`src/hw/rtl/mzt_pkg.sv`:
```
`timescale 1ns / 1ps
// ----------------------------------------------------------------------------
// mzt_pkg - shared types and constants for the multi-zone one-shot timer
// Request codes, word types for both channels, register indexes and the
// control structs passed between the sequencer and the zone step unit.
// ----------------------------------------------------------------------------
package mzt_pkg;

    // number of zones built
    localparam int ZONES  = 8;
    localparam int ZONE_W = (ZONES > 1) ? $clog2(ZONES) : 1;

    // request codes
    localparam logic [1:0] REQ_TICK     = 2'd0;
    localparam logic [1:0] REQ_START    = 2'd1;
    localparam logic [1:0] REQ_STOP     = 2'd2;
    localparam logic [1:0] REQ_STOP_ALL = 2'd3;

    // configuration register indexes
    localparam logic [1:0] CFG_ZONE_COUNT = 2'd0;
    localparam logic [1:0] CFG_ZONE_IDS   = 2'd1;

    // input word
    typedef struct packed {
        logic [1:0]  req_type;
        logic [7:0]  zone_id;
        logic [31:0] duration_ms;
    } t_req;

    // result word
    typedef struct packed {
        logic [7:0] on_mask;
        logic [7:0] expired_mask;
        logic       any_on;
        logic       id_missing;
    } t_rsp;

    // per-zone control into the step unit
    typedef struct packed {
        logic [1:0] req_type;
        logic       in_use;
        logic       on;
        logic       id_match;
        logic       found;
    } t_zin;

    // per-zone status out of the step unit
    typedef struct packed {
        logic on;
        logic hit;
        logic expired;
    } t_zout;

endpackage

```
`src/hw/rtl/mzt_zone_step.sv`:
```
`timescale 1ns / 1ps
// ----------------------------------------------------------------------------
// mzt_zone_step - shared zone update unit
// Computes the next on flag and count of one zone for the current request:
// decrement and zero test on a tick, load on start, clear on stop or stop-all.
// ----------------------------------------------------------------------------
module mzt_zone_step (
    input  mzt_pkg::t_zin  i_ctl,
    input  logic [31:0]    i_rem,
    input  logic [31:0]    i_duration,
    output mzt_pkg::t_zout o_stat,
    output logic [31:0]    o_rem
);
    import mzt_pkg::*;

    logic [31:0] dec;

    // saturating decrement
    assign dec = i_rem - {31'd0, (i_rem != 32'd0)};

    // request decoder
    always_comb begin
        o_stat.on      = i_ctl.on;
        o_stat.hit     = 1'b0;
        o_stat.expired = 1'b0;
        o_rem          = i_rem;
        unique case (i_ctl.req_type)
            REQ_TICK: begin
                if (i_ctl.in_use && i_ctl.on) begin
                    o_rem = dec;
                    if (dec == 32'd0) begin
                        o_stat.on      = 1'b0;
                        o_stat.expired = 1'b1;
                    end
                end
            end
            REQ_START: begin
                if (i_ctl.in_use && i_ctl.id_match && !i_ctl.found) begin
                    o_stat.on  = 1'b1;
                    o_stat.hit = 1'b1;
                    o_rem      = i_duration;
                end
            end
            REQ_STOP: begin
                if (i_ctl.in_use && i_ctl.id_match && !i_ctl.found) begin
                    o_stat.on  = 1'b0;
                    o_stat.hit = 1'b1;
                    o_rem      = 32'd0;
                end
            end
            default: begin
                if (i_ctl.in_use) begin
                    o_stat.on = 1'b0;
                    o_rem     = 32'd0;
                end
            end
        endcase
    end

endmodule

```
`src/hw/rtl/multi_zone_one_shot_timer_top.sv`:
```
`timescale 1ns / 1ps
// ----------------------------------------------------------------------------
// multi_zone_one_shot_timer_top - multi-zone one-shot millisecond timer
// Zones matched by configured id are started, stopped and ticked down by a
// sequencer that walks the zones one per cycle through a shared step unit.
// ----------------------------------------------------------------------------
// channel  direction  handshake                 word
// request  in         start & !busy             i_req (t_req)
// result   out        o_done, one cycle pulse   o_rsp (t_rsp)
// config   in         i_cfg_valid & o_cfg_ready i_cfg_index, i_cfg_data
//
// each request keeps busy high while the zones pass one by one through the
// shared step unit; the result strobe follows in the cycle after the last
// zone, when busy is already low, so a new request may be taken in that same
// cycle, but not while busy is high.
// synchronous active-low reset turns every zone off and clears the config
// and sequencer registers; the receiver cannot stall; config is always ready.
// ----------------------------------------------------------------------------
module multi_zone_one_shot_timer_top (
    input  logic          i_clk,
    input  logic          i_rst_n,
    input  logic          start,
    output logic          busy,
    input  mzt_pkg::t_req i_req,
    output logic          o_done,
    output mzt_pkg::t_rsp o_rsp,
    input  logic          i_cfg_valid,
    output logic          o_cfg_ready,
    input  logic [1:0]    i_cfg_index,
    input  logic [63:0]   i_cfg_data
);
    import mzt_pkg::*;

    localparam logic ST_IDLE = 1'b0;
    localparam logic ST_SCAN = 1'b1;

    logic              r_state;
    logic [ZONE_W-1:0] r_idx;
    t_req              r_req;
    logic              r_found;
    logic [ZONES-1:0]  r_onm;
    logic [ZONES-1:0]  r_exp;
    logic [ZONES-1:0]  r_on;
    logic [31:0]       r_rem [ZONES];
    logic [3:0]        r_count;
    logic [63:0]       r_ids;
    logic              r_done;
    t_rsp              r_rsp;

    logic [3:0]        zones_used;
    logic              last;
    t_zin              zin;
    t_zout             zout;
    logic [31:0]       rem_nxt;
    logic [ZONES-1:0]  n_onm;
    logic [ZONES-1:0]  n_exp;

    assign busy        = (r_state == ST_SCAN);
    assign o_cfg_ready = 1'b1;
    assign o_done      = r_done;
    assign o_rsp       = r_rsp;

    // configuration registers
    always_ff @(posedge i_clk) begin
        if (!i_rst_n) begin
            r_count <= 4'd0;
            r_ids   <= 64'd0;
        end else if (i_cfg_valid && o_cfg_ready) begin
            unique case (i_cfg_index)
                CFG_ZONE_COUNT: r_count <= i_cfg_data[3:0];
                CFG_ZONE_IDS:   r_ids   <= i_cfg_data;
                default: ;
            endcase
        end
    end

    // zone count saturated to the zones built
    assign zones_used = (r_count > 4'(ZONES)) ? 4'(ZONES) : r_count;
    assign last       = (r_idx == ZONE_W'(ZONES - 1));

    // control for the zone under the cursor
    always_comb begin
        zin.req_type = r_req.req_type;
        zin.in_use   = (4'(r_idx) < zones_used);
        zin.on       = r_on[r_idx];
        zin.id_match = (r_ids[8 * r_idx +: 8] == r_req.zone_id);
        zin.found    = r_found;
    end

    mzt_zone_step u_step (
        .i_ctl      (zin),
        .i_rem      (r_rem[r_idx]),
        .i_duration (r_req.duration_ms),
        .o_stat     (zout),
        .o_rem      (rem_nxt)
    );

    // mask bits gathered for this zone
    always_comb begin
        n_onm        = r_onm;
        n_exp        = r_exp;
        n_onm[r_idx] = zin.in_use && zout.on;
        n_exp[r_idx] = zout.expired;
    end

    // sequencer
    always_ff @(posedge i_clk) begin
        if (!i_rst_n) begin
            r_state <= ST_IDLE;
            r_idx   <= '0;
            r_found <= 1'b0;
            r_on    <= '0;
            r_done  <= 1'b0;
        end else begin
            r_done <= 1'b0;
            unique case (r_state)
                ST_IDLE: begin
                    if (start) begin
                        r_state <= ST_SCAN;
                        r_idx   <= '0;
                        r_found <= 1'b0;
                    end
                end
                ST_SCAN: begin
                    r_on[r_idx] <= zout.on;
                    r_found     <= r_found || zout.hit;
                    r_idx       <= r_idx + 1'b1;
                    if (last) begin
                        r_state <= ST_IDLE;
                        r_done  <= 1'b1;
                    end
                end
                default: r_state <= ST_IDLE;
            endcase
        end
    end

    // payload registers
    always_ff @(posedge i_clk) begin
        if (r_state == ST_IDLE) begin
            if (start) begin
                r_req <= i_req;
                r_onm <= '0;
                r_exp <= '0;
            end
        end else begin
            r_rem[r_idx] <= rem_nxt;
            r_onm        <= n_onm;
            r_exp        <= n_exp;
            if (last) begin
                r_rsp.on_mask      <= 8'(n_onm);
                r_rsp.expired_mask <= 8'(n_exp);
                r_rsp.any_on       <= |n_onm;
                r_rsp.id_missing   <= (r_req.req_type == REQ_START) && !(r_found || zout.hit);
            end
        end
    end

`ifndef SYNTH
    // strobe lasts one cycle and comes only after a scan
    a_done_pulse: assert property (@(posedge i_clk) disable iff (!i_rst_n)
        o_done |-> !busy && $past(busy))
        else $error("result strobe without a finished scan");

    // a zone that expired cannot be reported on
    a_exp_off: assert property (@(posedge i_clk) disable iff (!i_rst_n)
        o_done |-> (o_rsp.on_mask & o_rsp.expired_mask) == 8'd0)
        else $error("zone both on and expired");

    // missing id only on a start request
    a_missing_start: assert property (@(posedge i_clk) disable iff (!i_rst_n)
        (o_done && o_rsp.id_missing) |-> r_req.req_type == REQ_START)
        else $error("id_missing on a request that is not a start");

    // expiry only on a tick
    a_exp_tick: assert property (@(posedge i_clk) disable iff (!i_rst_n)
        (o_done && o_rsp.expired_mask != 8'd0) |-> r_req.req_type == REQ_TICK)
        else $error("expired mask on a request that is not a tick");
`endif

endmodule

```
`config.mk`:
```
export PLATFORM = sky130hd
export DESIGN_NAME = multi_zone_one_shot_timer_top
export DESIGN_NICKNAME = d
export VERILOG_FILES = /design/src/hw/rtl/mzt_pkg.sv /design/src/hw/rtl/mzt_zone_step.sv /design/src/hw/rtl/multi_zone_one_shot_timer_top.sv
export SDC_FILE = /design/constraint.sdc
export NUM_CORES = 1
export LEC_CHECK = 0
export BUFFER_PORTS_ARGS = -buffer_cell sky130_fd_sc_hd__buf_2
export CAP_MARGIN = 20
export CORE_MARGIN = 2
export CORE_UTILIZATION = 55
export DETAILED_ROUTE_END_ITERATION = 8
export HOLD_SLACK_MARGIN = 0.15
export PLACE_DENSITY = 0.87
export SYNTH_ARGS = -nofsm -noshare
export SYNTH_HDL_FRONTEND = slang
export SYNTH_SLANG_ARGS = --single-unit
```
`constraint.sdc`:
```
create_clock -name i_clk -period 5.4 [get_ports i_clk]
set_input_delay 0 -clock i_clk [delete_from_list [all_inputs] [get_ports i_clk]]
set_output_delay 0 -clock i_clk [all_outputs]
set_load 0.02 [all_outputs]
```
==> flow_summary.rst, run 1 <==
.. list-table::
   :header-rows: 1

   * - Metric
     - Value
   * - List of cells traversed by the critical path
     - buf_4 > mux2i_1 > o22ai_1 > a221oi_1 > xnor2_1 > nor4_2 > nand2_1 > buf_4 > mux2_2 > a22oi_1 > a31oi_1
   * - Count of buffers inserted at the top-level ports
     - 131
   * - Count of final max-slew check failures
     - 0
   * - Initial Utilization
     - 56.1%
   * - Post-route ant nets
     - 0
   * - Layout Area Growth over Synthesis
     - 26.2%
   * - Dominant cell type by area after synthesis
     - edfxtp_1
   * - Final layout net count
     - 1884
   * - CTS tree
     - done
   * - Final design area excluding fillers
     - 23900 um2
   * - Pin count of the biggest net entering global routing
     - 83
   * - DP Area
     - 20300 um2
   * - Switching component of the power
     - 1.96 mW
   * - Result of the run
     - finished, final reports clean
   * - Number of synthesized flops with an enable pin
     - 332
   * - Peak supply drop
     - 226 uV
   * - Period utilization
     - 97.0%
   * - Switching part of the total power
     - 25.5%
   * - Cell area after synthesis
     - 18900 um2
   * - Synth Register Bits
     - 417
   * - FFs w/ async S/R, synth
     - 0%
   * - Max Clock Freq
     - 191 MHz
   * - Register area share after synthesis
     - 61.7%
   * - Most common cell on crit path
     - buf_4
   * - Average size of a mapped cell
     - 13.4 um2
   * - Antenna violations before repair
     - 1
   * - Setup TNS Final
     - 0 ps
   * - Critical path buffers and inverters
     - 2
   * - Crit-path max cell delay
     - 790 ps
   * - Utilization after layout
     - 70.8%
   * - CP endpoint kind
     - flip-flop
   * - Chip height
     - 189 um
   * - DRT iter0 DRCs
     - 2426
   * - Relative contribution of the clock network to total power
     - 40.0%
   * - Total of endpoints with negative setup slack in the final report
     - 0
   * - Total routing resource utilization after global routing
     - 33.6%
   * - Warnings from Yosys
     - 0
   * - CTS H-tree lvls
     - 2
   * - Cell family with most CP delay
     - compound AO/OA/AOI/OAI gates
   * - Post-Syn Nets
     - 1533
   * - Crit path DAT
     - 5530 ps
   * - Total power
     - 7.67 mW
   * - Total count of hold-check failures in the final report
     - 0
   * - Number of vias in the routed layout
     - 15200
   * - Post-route clock skew
     - 48.8 ps
   * - Ratio of cells with drive above 1 in the final layout
     - 22.9%
   * - Gpl congestion
     - 0.970
   * - Total of fill cells in the finished design
     - 1978
   * - Global-route wire length before repair
     - 90.8 mm
   * - Area share of the leading cell type in the synthesized netlist
     - 52.7%
   * - Clock-pin transition on the worst setup and hold timing paths
     - 80 ps
   * - Routed WL
     - 61.0 mm
   * - Unrepaired setup endpoints after global routing
     - no
   * - Most frequent standard cell in the layout excluding fill and tap cells
     - edfxtp_1
   * - Highest fanout seen on the critical path
     - 36
   * - Standard cell with the maximum stage delay on the critical path
     - a221oi_1
   * - Core Footprint
     - 33700 um2
   * - Average detailed-routed wire length per instance
     - 27.2 um
   * - Most used DFF post-synth
     - edfxtp_1
   * - Most used cells in the layout excluding fill and tap cells
     - 332 x edfxtp_1, 201 x dlygate4sd3_1, 188 x nand2_1, 131 x buf_2, 82 x dfxtp_1
   * - Number of distinct standard cells referenced by the synthesized netlist
     - 72
   * - Count of unresolved DRC violations after routing
     - 0
   * - Overflow left after global routing
     - 0
   * - Fin crit period
     - 5240 ps
   * - Internal power of the cells
     - 5.71 mW
   * - Largest buffer count on any clock path
     - 3
   * - Hold Slack
     - 181 ps
   * - Horiz. Die Dim
     - 189 um
   * - Count of mapped cells out of synthesis
     - 1411
   * - Dominant cells by area after synthesis
     - edfxtp_1 53%, dfxtp_1 9.0%, mux4_2 8.0%, nand2_1 3.7%, a21boi_0 2.6%
   * - HPWL after detailed placement
     - 30.2 mm
   * - Vias per cell
     - 6.76
   * - Number of buffers inserted during clock tree synthesis
     - 42
   * - Clock latency at the later pin of the worst-skew pair
     - 630 ps
   * - Drt pass-1 iters
     - 9
   * - Number of placement rows
     - 67
   * - Max transition margin
     - 25.3%
   * - Worst-Margin Slew
     - 1120 ps
   * - Buffer type at the clock tree root
     - clkbuf_16
   * - Worst Setup Start Kind
     - flip-flop
   * - Leakage
     - 8.30 nW
   * - Crit path kind
     - reg -> reg
   * - Portion of total power attributed to combinational logic
     - 12.0%
   * - Hold crit path type
     - in -> reg
   * - Required time reported for the critical path endpoint
     - 5690 ps
   * - CTS sink count
     - 417
   * - Die area
     - 35900 um2
   * - Number of global-route vias before repair
     - 15300
   * - Grt met3 use
     - 8.80%
   * - Met1 usage in global routing
     - 40.7%
   * - Max Cap Violations
     - 0
   * - Global Route met2 Usage
     - 54.1%
   * - Global-route layer with the greatest usage
     - met2
   * - Total power divided by cell area
     - 321 nW/um2
   * - Number of placed I/O pins
     - 133
   * - Sequential share of power
     - 47.9%
[cells in the mapped netlist (4+ instances only)]
master	n
a22oi_1	9
a21boi_0	66
nand3_1	36
a221oi_1	4
nor4_1	10
a211oi_1	4
a22o_1	5
mux2_2	42
nor2b_1	15
nor3b_1	4
nand2b_1	8
nand2_1	188
and2_1	15
a222oi_1	19
ha_1	10
clkbuf_1	61
buf_1	13
inv_1	11
buf_2	13
nand4_1	20
mux2i_1	44
o221a_2	4
o21ai_0	58
edfxtp_1	332
a31oi_1	14
o211ai_1	7
nor2_1	50
mux4_2	67
xnor2_1	28
nor3_1	18
a21boi_1	9
o22ai_1	11
a21oi_1	40
buf_6	4
or4_1	4
buf_4	5
and3_1	11
xor2_1	12
dfxtp_1	85
[state kept, by name, indices dropped and copies added, names as in the netlist, named ones only]
name and cells:
o_rsp 18, busy 1, r_found 1, r_on 8
r_exp 8, r_ids 64, r_onm 8, o_done 1
r_rem 256, r_req 42, r_count 4, r_idx 3
[per-stage QoR]
stage	cells	worst slack [ps]
after floorplan	1411	164
after detailed placement	1959	274
after global placement	1959	370
final	2245	162
after global routing	2244	1.02
after CTS	2236	207
[cells by family after synthesis]
logic type / Yosys count / share of synthesized area (%)
muxes: 153 / 12.8
buffers and inverters: 109 / 2.51
and+or+nand+nor: 401 / 10.1
xor gates and xnor gates: 40 / 1.85
adders and majority gates: 10 / 0.662
AOI/OAI and AO/OA: 280 / 10.3
other: 1 / 0.0198
DFF: 417 / 61.7
[per-layer routing]
layer / vias to the layer above / routed length, um
li1: 6125 / -
met1: 7207 / 20800
met2: 1461 / 28700
met3: 379 / 7050
met4: 0 / 4390
met5: - / 0
[worst paths after layout]
kind | startpoint | endpoint | slack, ps | cells past startpoint
worst max register to register | r_idx[2]$_SDFFE_PN0N_ | r_rem[1][30]$_DFFE_PP_ | 160 | 11
worst min-delay path | i_req[26] | r_req[26]$_DFFE_PP_ | 180 | 2
worst min register to register | r_ids[42]$_SDFFE_PN0P_ | r_ids[42]$_SDFFE_PN0P_ | 510 | 2
worst max-delay path | r_idx[2]$_SDFFE_PN0N_ | r_rem[1][30]$_DFFE_PP_ | 160 | 11
[worst reg2reg max path: cells and delay by family (launching register included)]
| kind | cells | cell delay, ps |
|---|---|---|
| AOI/OAI and AO/OA | 4 | 1620 |
| xor gates and xnor gates | 1 | 200 |
| buffers and inverters | 2 | 890 |
| DFF | 1 | 650 |
| muxes | 2 | 540 |
| and+or+nand+nor | 2 | 1020 |
[power by group through the flow]
stage	registers (mW)	logic [mW]	clock network [mW]
after floorplan	3.71	0.494	0
after global placement	3.73	0.720	0
after detailed placement	3.73	0.744	0
after CTS	3.67	0.848	3.00
after global routing	3.68	0.972	3.17
final	3.67	0.924	3.07
[area by class of cell]
class | count | area [um2] | share of cell area (%)
repair buffers | 403 | 3340 | 14.0
inverters | 13 | 48.8 | 0.205
multi-input cells | 885 | 6800 | 28.5
clock buffers | 43 | 1050 | 4.42
clock inverters | 35 | 367 | 1.54
flip-flops and latches | 417 | 11700 | 49.0
well taps | 448 | 561 | 2.35
diodes | 1 | 2.50 | 0.0105
[what timing repair did]
action                                  4_1_cts  5_1_grt
buffers inserted                              0        0
hold buffers                                199        2
endpoints found under the setup margin        0       72
gates resized for setup                       0        8
endpoints found under the hold margin       138       35
No activity file was read; power rests on OpenSTA's default activity.
==> run 2: changes to the inputs <==
Settings changed: PLACE_DENSITY 0.87 to 0.77.
==> run 2 against run 1 <==
  * Core utilization shrank 2.0 points
  * Combinational power decreased by 6.8%
  * Clock power is 4% lower
  * Worst hold slack got worse by 18 ps
  * Cell count decreased by 2.6%
  * Highest routed layer is now met5
  * Power shrank 2.6%
  * Design area down 2.8%
  * Count of clock-buffer cells in the layout rose by 16
  * Maximum frequency increased by 1.7%
  * Routed wire length shrank 16%
  * First-iteration DRC count shrank 37%
==> flow_summary.rst, run 2 (same netlist as run 1, synthesis figures left out) <==
.. list-table::
   :header-rows: 1

   * - Metric
     - Value
   * - Global-route wire length before repair
     - 77.9 mm (-14%)
   * - Total routing resource utilization after global routing
     - 28.4% (-5.2 points)
   * - Antenna violations before repair
     - 2 (+1)
   * - Total power divided by cell area
     - 322 nW/um2 (+0.24%)
   * - Peak supply drop
     - 292 uV (+29%)
   * - Total count of hold-check failures in the final report
     - 0 (unchanged)
   * - Period utilization
     - 95.4% (-1.6 points)
   * - DRT iter0 DRCs
     - 1540 (-37%)
   * - Clock latency at the later pin of the worst-skew pair
     - 570 ps (-60 ps)
   * - Most frequent standard cell in the layout excluding fill and tap cells
     - edfxtp_1
   * - CTS sink count
     - 417 (unchanged)
   * - Max Clock Freq
     - 194 MHz (+1.7%)
   * - Chip height
     - 189 um (unchanged)
   * - Routed WL
     - 51.3 mm (-16%)
   * - CP endpoint kind
     - flip-flop
   * - Initial Utilization
     - 56.1% (unchanged)
   * - Setup TNS Final
     - 0 ps (unchanged)
   * - Max transition margin
     - 24.4% (-0.98 points)
   * - Number of global-route vias before repair
     - 13800 (-9.9%)
   * - Buffer type at the clock tree root
     - clkbuf_16
   * - Crit path DAT
     - 5450 ps (-80 ps)
   * - Crit-path max cell delay
     - 500 ps (-290 ps)
   * - List of cells traversed by the critical path
     - buf_12 > buf_12 > mux4_2 > mux2_2 > or2_2 > nor3_1 > nand4_1 > or4_1 > ha_1 > ha_1 > nand4_1 > xnor2_1 > a211oi_1 > nand4_1 > o211ai_4 > buf_12 > a21oi_1
   * - Post-route clock skew
     - 26.2 ps (-22.7 ps)
   * - Utilization after layout
     - 68.8% (-2.0 points)
   * - Hold crit path type
     - in -> reg
   * - Highest fanout seen on the critical path
     - 25 (-31%)
   * - Clock-pin transition on the worst setup and hold timing paths
     - 60 ps (-20 ps)
   * - CTS tree
     - done
   * - Flip-flop count of the largest register after layout
     - 256 (unchanged)
   * - Number of placement rows
     - 67 (unchanged)
   * - Layout Area Growth over Synthesis
     - 22.6%
   * - Post-CTS Resized
     - 0 (unchanged)
   * - Worst-Margin Slew
     - 1130 ps (+14.8 ps)
   * - Largest buffer count on any clock path
     - 3 (unchanged)
   * - Number of buffers inserted during clock tree synthesis
     - 44 (+4.8%)
   * - Most used cells in the layout excluding fill and tap cells
     - 332 x edfxtp_1, 188 x nand2_1, 139 x dlygate4sd3_1, 131 x buf_2, 82 x dfxtp_1
   * - Instance count after placement with tap cells included
     - 1963 (+0.20%)
   * - Cell family with most CP delay
     - simple AND/OR/NAND/NOR gates
   * - Overflow left after global routing
     - 0 (unchanged)
   * - Number of placed I/O pins
     - 133 (unchanged)
   * - Result of the run
     - finished, final reports clean
   * - Leakage
     - 7.90 nW (-4.8%)
   * - Core Footprint
     - 33700 um2 (unchanged)
   * - Standard cell with the maximum stage delay on the critical path
     - mux4_2
   * - Fin worst setup slack
     - 248 ps (+85.5 ps)
   * - Average detailed-routed wire length per instance
     - 23.4 um (-14%)
   * - Gpl congestion
     - 1.01 (+3.9%)
   * - Register bank with the most flops
     - r_rem
   * - Drt pass-1 iters
     - 9 (unchanged)
   * - CTS H-tree lvls
     - 2 (unchanged)
   * - Post-route ant nets
     - 0 (unchanged)
   * - Final layout net count
     - 1825 (-3.1%)
   * - Total of endpoints with negative setup slack in the final report
     - 0 (unchanged)
   * - Vias per cell
     - 6.25 (-7.4%)
   * - Count of unresolved DRC violations after routing
     - 0 (unchanged)
   * - DP Area
     - 20300 um2 (+0.23%)
   * - Fin crit period
     - 5150 ps (-85.5 ps)
   * - Unrepaired setup endpoints after global routing
     - no
   * - HPWL after detailed placement
     - 30.9 mm (+2.5%)
   * - Final design area excluding fillers
     - 23200 um2 (-2.8%)
   * - Non-filler cells, final
     - 2187 (-2.6%)
   * - Registers with the most flip-flops
     - r_rem x256, r_ids x64, r_req x42
   * - Die area
     - 35900 um2 (unchanged)
   * - Pin count of the biggest net entering global routing
     - 83 (unchanged)
   * - Max Cap Violations
     - 0 (unchanged)
   * - Required time reported for the critical path endpoint
     - 5700 ps (about the same)
   * - Critical path buffers and inverters
     - 3 (+1)
   * - Count of buffers inserted at the top-level ports
     - 131 (unchanged)
   * - Ratio of cells with drive above 1 in the final layout
     - 23.4% (+0.48 points)
   * - Crit path kind
     - reg -> reg
   * - Worst Setup Start Kind
     - flip-flop
   * - Post-placement setup slack
     - 330 ps (+55.8 ps)
   * - Count of final max-slew check failures
     - 0 (unchanged)
   * - Number of vias in the routed layout
     - 13700 (-9.8%)
   * - Horiz. Die Dim
     - 189 um (unchanged)
[run 2: layout make-up]
class | count | area, um2
fill | 2243 | 10500
sequential | 417 | 11700
timing repair buffer | 342 | 2700
antenna | 1 | 2.50
tap | 448 | 561
multi-input combinational | 885 | 6800
clock buffer | 59 | 1180
inverter | 13 | 48.8
clock inverter | 22 | 220
[run 2: worst paths after layout]
kind	startpoint	to	slack (ps)	cells past startpoint
setup / recovery	flip-flop	r_onm[5]$_SDFFCE_PN0N_	250	17
hold / removal	i_req[30]	r_req[30]$_DFFE_PP_	160	2
setup reg to reg	flip-flop	r_onm[5]$_SDFFCE_PN0N_	250	17
hold reg to reg	r_ids[14]$_SDFFE_PN0P_	r_ids[14]$_SDFFE_PN0P_	470	2
[run 2: per-stage QoR]
step                hold slack, ps  power [mW]
floorplan                     98.9        4.20
global placement               177        4.45
detailed placement             178        4.48
CTS                            150        7.45
global route                   164        7.68
finish                         163        7.47
[run 2: routing by layer]
layer,vias to the layer above,share of wire [%],GRT usage [%]
met2,742,49,47.3
met1,6781,39,38.0
met4,2,3.5,10.2
met5,-,0.025,0
met3,145,8.5,4.80
li1,6009,-,-
[run 2: power breakdown]
group	switching [mW]	leakage [nW]	total (mW)	internal, mW
clock	1.25	0.676	2.94	1.69
sequential	0.0502	3.77	3.67	3.62
combinational	0.487	3.45	0.861	0.374
total	1.79	7.90	7.47	5.68
[run 2: what timing repair did]
action                                 in CTS  in global routing
endpoints found under the hold margin     133                 84
hold buffers                              135                  4
buffers inserted                            0                  0
